==> src/rtl/pfa_pkg.sv <==
`default_nettype none

package pfa_pkg;

  // Default sizing, handed to the top level as parameter defaults
  localparam int MAX_BLOCKS_DEF = 16;
  localparam int SIZE_BITS_DEF  = 16;

  // Fixed field widths of the stream items
  localparam int IDX_FIELD_W  = 4;
  localparam int AMT_W        = 16;
  localparam int FREE_W       = 20;
  localparam int TALLY_W      = 24;
  localparam int FRAG_W       = 2;
  localparam int IN_DATA_W    = 24;
  localparam int OUT_DATA_W   = 72;
  localparam int CFG_IDX_W    = 4;
  localparam int CFG_DATA_W   = 8;
  localparam int BCOUNT_W     = 5;

  // Configuration register indexes
  localparam logic [CFG_IDX_W-1:0] CFG_FIT_MODE    = 4'd0;
  localparam logic [CFG_IDX_W-1:0] CFG_BLOCK_COUNT = 4'd1;

  localparam logic [BCOUNT_W-1:0] BLOCK_COUNT_RST = 5'd16;

  // Saturation limits
  localparam logic [FREE_W-1:0]  FREE_MAX  = 20'hFFFFF;
  localparam logic [TALLY_W-1:0] TALLY_MAX = 24'hFFFFFF;

  // Command codes
  localparam logic CMD_LOAD  = 1'b0;
  localparam logic CMD_ALLOC = 1'b1;

  // Fragmentation verdicts
  localparam logic [FRAG_W-1:0] FRAG_NONE     = 2'd0;
  localparam logic [FRAG_W-1:0] FRAG_EXTERNAL = 2'd1;
  localparam logic [FRAG_W-1:0] FRAG_SHORT    = 2'd2;

  typedef enum logic [1:0] {
    FIT_FIRST = 2'd0,
    FIT_NEXT  = 2'd1,
    FIT_BEST  = 2'd2,
    FIT_WORST = 2'd3
  } fit_mode_t;

  typedef enum logic [1:0] {
    ST_IDLE,
    ST_SCAN,
    ST_FIN
  } state_t;

  // Per-cell control from the sequencer
  typedef struct packed {
    logic shift_en;
    logic wr_en;
  } cell_ctl_t;

endpackage

`default_nettype wire

==> src/rtl/pfa_cell.sv <==
`default_nettype none

// One partition cell of the ring: holds a remaining size, takes its
// neighbor's value on a shift, or a new value on a direct write.
module pfa_cell #(
  parameter int WIDTH = pfa_pkg::SIZE_BITS_DEF
) (
  input  wire                     clk,
  input  wire                     rst_n,
  input  wire pfa_pkg::cell_ctl_t ctl,
  input  wire  [WIDTH-1:0]        shift_in,
  input  wire  [WIDTH-1:0]        wr_val,
  output logic [WIDTH-1:0]        val_out
);

  logic [WIDTH-1:0] val_r;
  logic [WIDTH-1:0] val_nxt;

  // write wins; shift and write never coincide
  always_comb begin
    val_nxt = val_r;
    if (ctl.wr_en) begin
      val_nxt = wr_val;
    end else if (ctl.shift_en) begin
      val_nxt = shift_in;
    end
  end

  always_ff @(posedge clk) begin
    if (!rst_n) begin
      val_r <= '0;
    end else begin
      val_r <= val_nxt;
    end
  end

  assign val_out = val_r;

endmodule

`default_nettype wire

==> src/rtl/partition_fit_allocator.sv <==
`default_nettype none

// Channel   Dir  Handshake              Payload
// in_*      in   in_tvalid/in_tready    tdata {amount, block_index}, tuser command,
//                                       tlast final_request
// out_*     out  out_tvalid/out_tready  tdata {frag, tally, free, left, chosen},
//                                       tuser granted
// cfg_*     in   cfg_valid/cfg_ready    cfg_index, cfg_data
//
// Every item, load or allocate, passes through an accept step, a scan that
// rotates the ring of partition cells once past the head cell, where the fit
// choice and the free-space sum are formed, and a commit step.
// The commit waits while a previous result sits unread in the output register.
// Synchronous reset clears all cells, the pointer and the tally.
module partition_fit_allocator #(
  parameter int MAX_BLOCKS = pfa_pkg::MAX_BLOCKS_DEF,
  parameter int SIZE_BITS  = pfa_pkg::SIZE_BITS_DEF
) (
  input  wire                               clk,
  input  wire                               rst_n,
  // bits [3:0] block_index, [19:4] amount, [23:20] zero
  input  wire  [pfa_pkg::IN_DATA_W-1:0]     in_tdata,
  // bit 0 command
  input  wire                               in_tuser,
  input  wire                               in_tlast,
  input  wire                               in_tvalid,
  output logic                              in_tready,
  // bits [3:0] chosen_block, [19:4] block_left, [39:20] total_free,
  // [63:40] unplaced_total, [65:64] frag_status, [71:66] zero
  output logic [pfa_pkg::OUT_DATA_W-1:0]    out_tdata,
  // bit 0 granted
  output logic                              out_tuser,
  output logic                              out_tvalid,
  input  wire                               out_tready,
  input  wire  [pfa_pkg::CFG_IDX_W-1:0]     cfg_index,
  input  wire  [pfa_pkg::CFG_DATA_W-1:0]    cfg_data,
  input  wire                               cfg_valid,
  output logic                              cfg_ready
);

  localparam int IDX_W   = (MAX_BLOCKS > 1) ? $clog2(MAX_BLOCKS) : 1;
  localparam int CNT_W   = $clog2(MAX_BLOCKS + 1);
  localparam int CMP_W   = (SIZE_BITS > pfa_pkg::AMT_W) ? SIZE_BITS : pfa_pkg::AMT_W;
  localparam int SUM_W   = SIZE_BITS + CNT_W;
  localparam int WIDE_W  = (SUM_W > pfa_pkg::TALLY_W + 1) ? SUM_W : pfa_pkg::TALLY_W + 1;

  // Input field split
  logic [pfa_pkg::IDX_FIELD_W-1:0] in_bidx;
  logic [pfa_pkg::AMT_W-1:0]       in_amount;
  assign in_bidx   = in_tdata[3:0];
  assign in_amount = in_tdata[19:4];

  // Configuration registers
  pfa_pkg::fit_mode_t             fit_mode_r;
  logic [pfa_pkg::BCOUNT_W-1:0]   block_count_r;

  assign cfg_ready = 1'b1;

  always_ff @(posedge clk) begin
    if (!rst_n) begin
      fit_mode_r    <= pfa_pkg::FIT_FIRST;
      block_count_r <= pfa_pkg::BLOCK_COUNT_RST;
    end else if (cfg_valid && cfg_ready) begin
      if (cfg_index == pfa_pkg::CFG_FIT_MODE) begin
        fit_mode_r <= pfa_pkg::fit_mode_t'(cfg_data[1:0]);
      end else if (cfg_index == pfa_pkg::CFG_BLOCK_COUNT) begin
        block_count_r <= cfg_data[pfa_pkg::BCOUNT_W-1:0];
      end
    end
  end

  // Partitions in use, clamped to 1..MAX_BLOCKS
  logic [CNT_W-1:0] used_cnt;
  always_comb begin
    if (block_count_r == '0) begin
      used_cnt = CNT_W'(1);
    end else if (32'(block_count_r) > MAX_BLOCKS) begin
      used_cnt = CNT_W'(MAX_BLOCKS);
    end else begin
      used_cnt = CNT_W'(block_count_r);
    end
  end

  // Sequencer state and item registers
  pfa_pkg::state_t              st_r, st_nxt;
  logic                         cmd_r;
  logic                         final_r;
  logic [pfa_pkg::AMT_W-1:0]    amt_r;
  logic [pfa_pkg::IDX_FIELD_W-1:0] bidx_r;
  logic [pfa_pkg::AMT_W-1:0]    load_left_r;
  logic [CNT_W-1:0]             k_r;
  logic [IDX_W-1:0]             start_r;
  logic                         found_r;
  logic [IDX_W-1:0]             pick_r;
  logic [SIZE_BITS-1:0]         pick_val_r;
  logic [SUM_W-1:0]             sum_r;
  logic [IDX_W-1:0]             ptr_r;
  logic [pfa_pkg::TALLY_W-1:0]  tally_r;

  logic                         out_valid_r;
  logic                         accept;
  logic                         scan_step;
  logic                         fire;
  logic                         scan_last;

  assign scan_last = (k_r == CNT_W'(MAX_BLOCKS - 1));

  // Next state and handshake
  always_comb begin
    st_nxt    = st_r;
    in_tready = 1'b0;
    scan_step = 1'b0;
    fire      = 1'b0;
    case (st_r)
      pfa_pkg::ST_IDLE: begin
        in_tready = 1'b1;
        if (in_tvalid) begin
          st_nxt = pfa_pkg::ST_SCAN;
        end
      end
      pfa_pkg::ST_SCAN: begin
        scan_step = 1'b1;
        if (scan_last) begin
          st_nxt = pfa_pkg::ST_FIN;
        end
      end
      pfa_pkg::ST_FIN: begin
        fire = !out_valid_r || out_tready;
        if (fire) begin
          st_nxt = pfa_pkg::ST_IDLE;
        end
      end
      default: begin
        st_nxt = pfa_pkg::ST_IDLE;
      end
    endcase
  end

  assign accept = in_tvalid && in_tready;

  always_ff @(posedge clk) begin
    if (!rst_n) begin
      st_r <= pfa_pkg::ST_IDLE;
    end else begin
      st_r <= st_nxt;
    end
  end

  // Load value masked to the cell width
  logic [CMP_W-1:0]     ld_wide;
  logic [SIZE_BITS-1:0] ld_val;
  logic [CMP_W-1:0]     ld_back;
  logic                 ld_ok;
  assign ld_wide = CMP_W'(in_amount);
  assign ld_val  = ld_wide[SIZE_BITS-1:0];
  assign ld_back = CMP_W'(ld_val);
  assign ld_ok   = (32'(in_bidx) < MAX_BLOCKS);

  // Remainder of the chosen partition
  logic [CMP_W-1:0] rem_wide;
  assign rem_wide = CMP_W'(pick_val_r) - CMP_W'(amt_r);

  // Ring of partition cells; cell 0 is the head seen by the scan
  logic [SIZE_BITS-1:0]  cell_val [MAX_BLOCKS];
  pfa_pkg::cell_ctl_t    cell_ctl [MAX_BLOCKS];
  logic                  wr_en;
  logic [IDX_W-1:0]      wr_idx;
  logic [SIZE_BITS-1:0]  wr_val;

  always_comb begin
    wr_en  = 1'b0;
    wr_idx = IDX_W'(in_bidx);
    wr_val = ld_val;
    if (accept && in_tuser == pfa_pkg::CMD_LOAD && ld_ok) begin
      wr_en = 1'b1;
    end else if (fire && cmd_r == pfa_pkg::CMD_ALLOC && found_r) begin
      wr_en  = 1'b1;
      wr_idx = pick_r;
      wr_val = rem_wide[SIZE_BITS-1:0];
    end
  end

  genvar gi;
  generate
    for (gi = 0; gi < MAX_BLOCKS; gi++) begin : g_cell
      localparam int NEIGHBOR = (gi + 1) % MAX_BLOCKS;
      assign cell_ctl[gi].shift_en = scan_step;
      assign cell_ctl[gi].wr_en    = wr_en && (wr_idx == IDX_W'(gi));
      pfa_cell #(
        .WIDTH (SIZE_BITS)
      ) u_cell (
        .clk      (clk),
        .rst_n    (rst_n),
        .ctl      (cell_ctl[gi]),
        .shift_in (cell_val[NEIGHBOR]),
        .wr_val   (wr_val),
        .val_out  (cell_val[gi])
      );
    end
  endgenerate

  // Fit decision on the head cell
  logic [SIZE_BITS-1:0] head;
  logic [IDX_W-1:0]     head_idx;
  logic                 head_used;
  logic                 head_fits;
  logic                 take;
  assign head      = cell_val[0];
  assign head_idx  = k_r[IDX_W-1:0];
  assign head_used = (k_r < used_cnt);
  assign head_fits = head_used && (CMP_W'(head) >= CMP_W'(amt_r));

  always_comb begin
    case (fit_mode_r)
      pfa_pkg::FIT_FIRST: take = !found_r;
      pfa_pkg::FIT_NEXT:  take = !found_r || (head_idx >= start_r && pick_r < start_r);
      pfa_pkg::FIT_BEST:  take = !found_r || (head < pick_val_r);
      pfa_pkg::FIT_WORST: take = !found_r || (head > pick_val_r);
      default:            take = 1'b0;
    endcase
    take = take && head_fits;
  end

  // Next-fit starting point
  logic [IDX_W-1:0] start_nxt;
  assign start_nxt = (CNT_W'(ptr_r) < used_cnt) ? ptr_r : '0;

  // Item registers and scan accumulators
  always_ff @(posedge clk) begin
    if (accept) begin
      cmd_r       <= in_tuser;
      final_r     <= in_tlast;
      amt_r       <= in_amount;
      bidx_r      <= in_bidx;
      load_left_r <= ld_ok ? ld_back[pfa_pkg::AMT_W-1:0] : '0;
      start_r     <= start_nxt;
      k_r         <= '0;
      sum_r       <= '0;
      found_r     <= 1'b0;
      pick_r      <= '0;
      pick_val_r  <= '0;
    end else if (scan_step) begin
      k_r <= k_r + CNT_W'(1);
      if (head_used) begin
        sum_r <= sum_r + SUM_W'(head);
      end
      if (take) begin
        found_r    <= 1'b1;
        pick_r     <= head_idx;
        pick_val_r <= head;
      end
    end
  end

  // Results of the commit step
  logic                         granted;
  logic [SUM_W-1:0]             sum_fin;
  logic [WIDE_W-1:0]            sum_wide;
  logic [pfa_pkg::TALLY_W:0]    tally_add;
  logic [pfa_pkg::TALLY_W-1:0]  tally_nxt;
  logic [pfa_pkg::FRAG_W-1:0]   frag;
  logic [pfa_pkg::FREE_W-1:0]   free_sat;

  assign granted   = (cmd_r == pfa_pkg::CMD_ALLOC) && found_r;
  assign sum_fin   = granted ? (sum_r - SUM_W'(amt_r)) : sum_r;
  assign sum_wide  = WIDE_W'(sum_fin);
  assign tally_add = {1'b0, tally_r} + (pfa_pkg::TALLY_W + 1)'(amt_r);

  always_comb begin
    tally_nxt = tally_r;
    if (cmd_r == pfa_pkg::CMD_ALLOC && !found_r) begin
      tally_nxt = tally_add[pfa_pkg::TALLY_W] ? pfa_pkg::TALLY_MAX
                                              : tally_add[pfa_pkg::TALLY_W-1:0];
    end
  end

  always_comb begin
    if (tally_nxt == '0) begin
      frag = pfa_pkg::FRAG_NONE;
    end else if (sum_wide >= WIDE_W'(tally_nxt)) begin
      frag = pfa_pkg::FRAG_EXTERNAL;
    end else begin
      frag = pfa_pkg::FRAG_SHORT;
    end
  end

  assign free_sat = (sum_wide > WIDE_W'(pfa_pkg::FREE_MAX)) ? pfa_pkg::FREE_MAX
                                                             : sum_wide[pfa_pkg::FREE_W-1:0];

  // Pointer and tally
  always_ff @(posedge clk) begin
    if (!rst_n) begin
      ptr_r   <= '0;
      tally_r <= '0;
    end else if (fire && cmd_r == pfa_pkg::CMD_ALLOC) begin
      if (final_r) begin
        ptr_r   <= '0;
        tally_r <= '0;
      end else begin
        tally_r <= tally_nxt;
        if (found_r) begin
          ptr_r <= pick_r;
        end
      end
    end
  end

  // Output register
  logic                              out_granted_r;
  logic [pfa_pkg::IDX_FIELD_W-1:0]   out_chosen_r;
  logic [pfa_pkg::AMT_W-1:0]         out_left_r;
  logic [pfa_pkg::FREE_W-1:0]        out_free_r;
  logic [pfa_pkg::TALLY_W-1:0]       out_tally_r;
  logic [pfa_pkg::FRAG_W-1:0]        out_frag_r;

  always_ff @(posedge clk) begin
    if (!rst_n) begin
      out_valid_r <= 1'b0;
    end else if (fire) begin
      out_valid_r <= 1'b1;
    end else if (out_tready) begin
      out_valid_r <= 1'b0;
    end
  end

  always_ff @(posedge clk) begin
    if (fire) begin
      out_granted_r <= granted;
      out_free_r    <= free_sat;
      out_tally_r   <= tally_nxt;
      out_frag_r    <= frag;
      if (cmd_r == pfa_pkg::CMD_LOAD) begin
        out_chosen_r <= bidx_r;
        out_left_r   <= load_left_r;
      end else if (found_r) begin
        out_chosen_r <= pfa_pkg::IDX_FIELD_W'(pick_r);
        out_left_r   <= rem_wide[pfa_pkg::AMT_W-1:0];
      end else begin
        out_chosen_r <= '0;
        out_left_r   <= '0;
      end
    end
  end

  assign out_tvalid = out_valid_r;
  assign out_tuser  = out_granted_r;
  assign out_tdata  = {6'd0, out_frag_r, out_tally_r, out_free_r, out_left_r, out_chosen_r};

endmodule

`default_nettype wire

==> config.mk <==
export PLATFORM = sky130hd
export DESIGN_NAME = partition_fit_allocator
export DESIGN_NICKNAME = d
export VERILOG_FILES = /design/src/rtl/pfa_pkg.sv /design/src/rtl/pfa_cell.sv /design/src/rtl/partition_fit_allocator.sv
export SDC_FILE = /design/constraint.sdc
export NUM_CORES = 1
export LEC_CHECK = 0
export BUFFER_PORTS_ARGS = -buffer_cell sky130_fd_sc_hd__buf_2
export CAP_MARGIN = 0
export CORE_MARGIN = 1.5
export CORE_UTILIZATION = 55
export DETAILED_ROUTE_END_ITERATION = 6
export PLACE_DENSITY = 0.77
export RECOVER_POWER = 25
export SYNTH_ARGS = -nofsm -noshare
export SYNTH_HDL_FRONTEND = slang
export SYNTH_SLANG_ARGS = --single-unit
==> constraint.sdc <==
create_clock -name clk -period 9 [get_ports clk]
set_clock_uncertainty 0.05 [all_clocks]
set_input_delay 0.9 -clock clk [delete_from_list [all_inputs] [get_ports clk]]
set_output_delay 0.9 -clock clk [all_outputs]
set_load 0.05 [all_outputs]
==> results.toml <==
[outcome]
status = "complete, but fails checks"
violations = "max-capacitance violations, max-slew violations"

[clock_network]
clk_pin_slew_worst_paths_ns = 0.06
clock-sinks = 434
htreeDepth = 2
post_cts.repair.setup_buffers = 0
cts_resized = 0
hold_buffers = 0
clockBufferDepth = 3
cts_tree = "done"
insertion_delay_ns = 0.62
cts_root_buf = "clkbuf_16"
numCtsBuffers = 46

[detailed_routing]
drcViolationCount = 0
wire_per_inst_um = 19.3
first_pass_iters = 7
via_per_inst = 6.09
detail-route-antenna-nets = 0
vias = 20300
wl_um = 64300
drt_iter0_drc = 2042

[final_layout]
n_antenna_cell = 0
layout-drive-gt1-share = 0.0521
post-route-util = 0.613
layout_common_cells = "nand2_1 (545), nor2_1 (382), dfxtp_1 (341)"
fin_nets = 2942
stdcell_area_um2 = 25100
area_growth_pct = 9.89
final_common_cell = "nand2_1"

[logic_synthesis]
yosysWarnings = 0
synth_top_family_by_area = "simple AND/OR/NAND/NOR gates"
syn_inst = 2755
synth_xor_area_frac = 0.0229
syn_avg_cell_area_um2 = 8.28
synth_edf_count = 93
ys_ff_latch = 434
synth_compound_area_frac = 0.191
synth-seq-area-share = 0.421
synth.distinct_cells = 86
synth-main-ff-cell = "dfxtp_1"
synthArstFlopShare = 0
yosys.area_share.simple = 0.222
synth_fa_ha_area_frac = 0.0759
synth.area.mux_share = 0.0208
syn_area_um2 = 22800

[timing]
drv_slew = 183
timing.fmax_mhz = 186
max-slew-margin-rel = -1.28
holdWs_ns = 0.420
fin_crit_ns = 5.37
rsz0062_at_grt = "no"
fin_crit_sh = 0.597
setup_viol = 0
worstMarginPinSlew_ns = 3.41
hold_viol = 0
finalSetupTns_ns = 0

[setup_path]
path_max_fanout = 63
end_kind = "flip-flop"
worstSetupPathType = "flip-flop to flip-flop"
crit_required_ns = 9.39
crit_arrival_ns = 5.77
startpoint_type = "flip-flop"

[pwr]
pwr_density_cell_nw_per_um2 = 180
peakVddDrop_v = 0.000165
leakage_nw = 9.97

[global_route]
grt_overflow_total = 0
grt_pass1_wl_um = 102000
grt_antenna_before_repair = 0
grt_max_degree = 254
grt_use_total = 0.299
first_global_vias = 18900

[place]
routabilityCongestion = 0.931
portBuffers = 104
placedInstanceArea_um2 = 23600
dpl.hpwl_um = 44500

[floorplanning]
initial_core_util = 0.558
die_h_um = 207
die-width_um = 207
die_area_um2 = 42700
placementRows = 74
ios = 119
core-area_um2 = 40900

[hold_path]
min-delay-path-class = "input pin to flip-flop"

[run]
cap_violations = 3
[metal layers]
metal,track usage,part of all wire,up-vias
li1,-,-,9793
met1,0.387,0.42,9659
met2,0.505,0.48,735
met3,0.0341,0.063,122
met4,0.128,0.036,0
met5,0,0,-
[critical path: stages, from the launching register on]
cell and delay, ns:
dfxtp_1 0.43, nand2b_1 0.21, nor2_1 0.79, clkbuf_1 2.46, o211ai_1 0.76, a32oi_1 0.43
nor2_1 0.06
[cell usage after synthesis (22+ instances only)]
| library cell | instances | share of area |
|---|---|---|
| o21ai_0 | 55 | 0.012 |
| mux2i_1 | 27 | 0.012 |
| a21o_1 | 31 | 0.010 |
| and3_1 | 37 | 0.010 |
| a22oi_1 | 22 | 0.0072 |
| clkbuf_1 | 148 | 0.024 |
| nand3_1 | 104 | 0.023 |
| inv_1 | 86 | 0.014 |
| nand2_1 | 545 | 0.090 |
| a221oi_1 | 76 | 0.029 |
| ha_1 | 132 | 0.072 |
| xnor2_1 | 39 | 0.015 |
| edfxtp_1 | 93 | 0.12 |
| nand2b_1 | 28 | 0.0077 |
| a211oi_1 | 40 | 0.013 |
| a21oi_1 | 160 | 0.035 |
| o221ai_1 | 25 | 0.0096 |
| dfxtp_1 | 341 | 0.30 |
| nor2_1 | 383 | 0.063 |
| o21a_1 | 25 | 0.0082 |
| a311oi_1 | 70 | 0.027 |
[where the power goes]
| group | internal (mW) | leakage, nW | switching, mW |
|---|---|---|---|
| combinational | 0.133 | 5.57 | 0.302 |
| clock | 1.18 | 0.793 | 0.834 |
| sequential | 2.03 | 3.61 | 0.0341 |
| total | 3.34 | 9.97 | 1.17 |
[cell families after synthesis]
family	after synthesis
other	2
AND/OR/NAND/NOR	1197
adder cells (fa/ha/maj)	136
buffers and inverters	266
multiplexers	45
AO/OA/AOI/OAI	617
flip-flops	434
XOR/XNOR	58
[state kept, by name, indices dropped and copies added (netlist names)]
name and flops:
g_cell.u_cell.val_out 256, out_tally_r 24, tally_r 24, sum_r 21, out_free_r 20, load_left_r 16
out_left_r 16, pick_val_r 16, block_count_r 5, k_r 5, bidx_r 4, out_chosen_r 4
pick_r 4, ptr_r 4, start_r 4, fit_mode_r 2, out_frag_r 2, st_r 2
cmd_r 1, final_r 1, found_r 1, out_tuser 1, out_tvalid 1
[final cells by class]
class / instances / area, um^2
inverters: 92 / 350
fillers: 3604 / 15800
multi-input cells: 2060 / 12200
well taps: 532 / 666
flip-flops and latches: 434 / 9620
clock inverters: 24 / 295
clock buffers: 62 / 1340
repair buffers: 129 / 599
[metrics by stage]
step                      instances  power, mW  setup slack [ns]
final                          3333       4.51              3.63
after global routing           3333       4.65              3.09
after CTS                      3333       4.53              3.87
after detailed placement       3247       2.53              3.91
after global placement         3247       2.51              4.01
after floorplan                2760       2.40              2.89
[final timing paths]
path / startpoint / to / slack [ns] / cells past startpoint
setup / recovery: st_r[1] / ptr_r[0] / 3.63 / 6
setup reg to reg: st_r[1] / ptr_r[0] / 3.63 / 6
hold / removal: in_tlast / final_r / 0.42 / 1
hold reg to reg: g_cell[2].u_cell.val_out[11] / g_cell[1].u_cell.val_out[11] / 0.43 / 2
(Power assumes the default switching activity.)
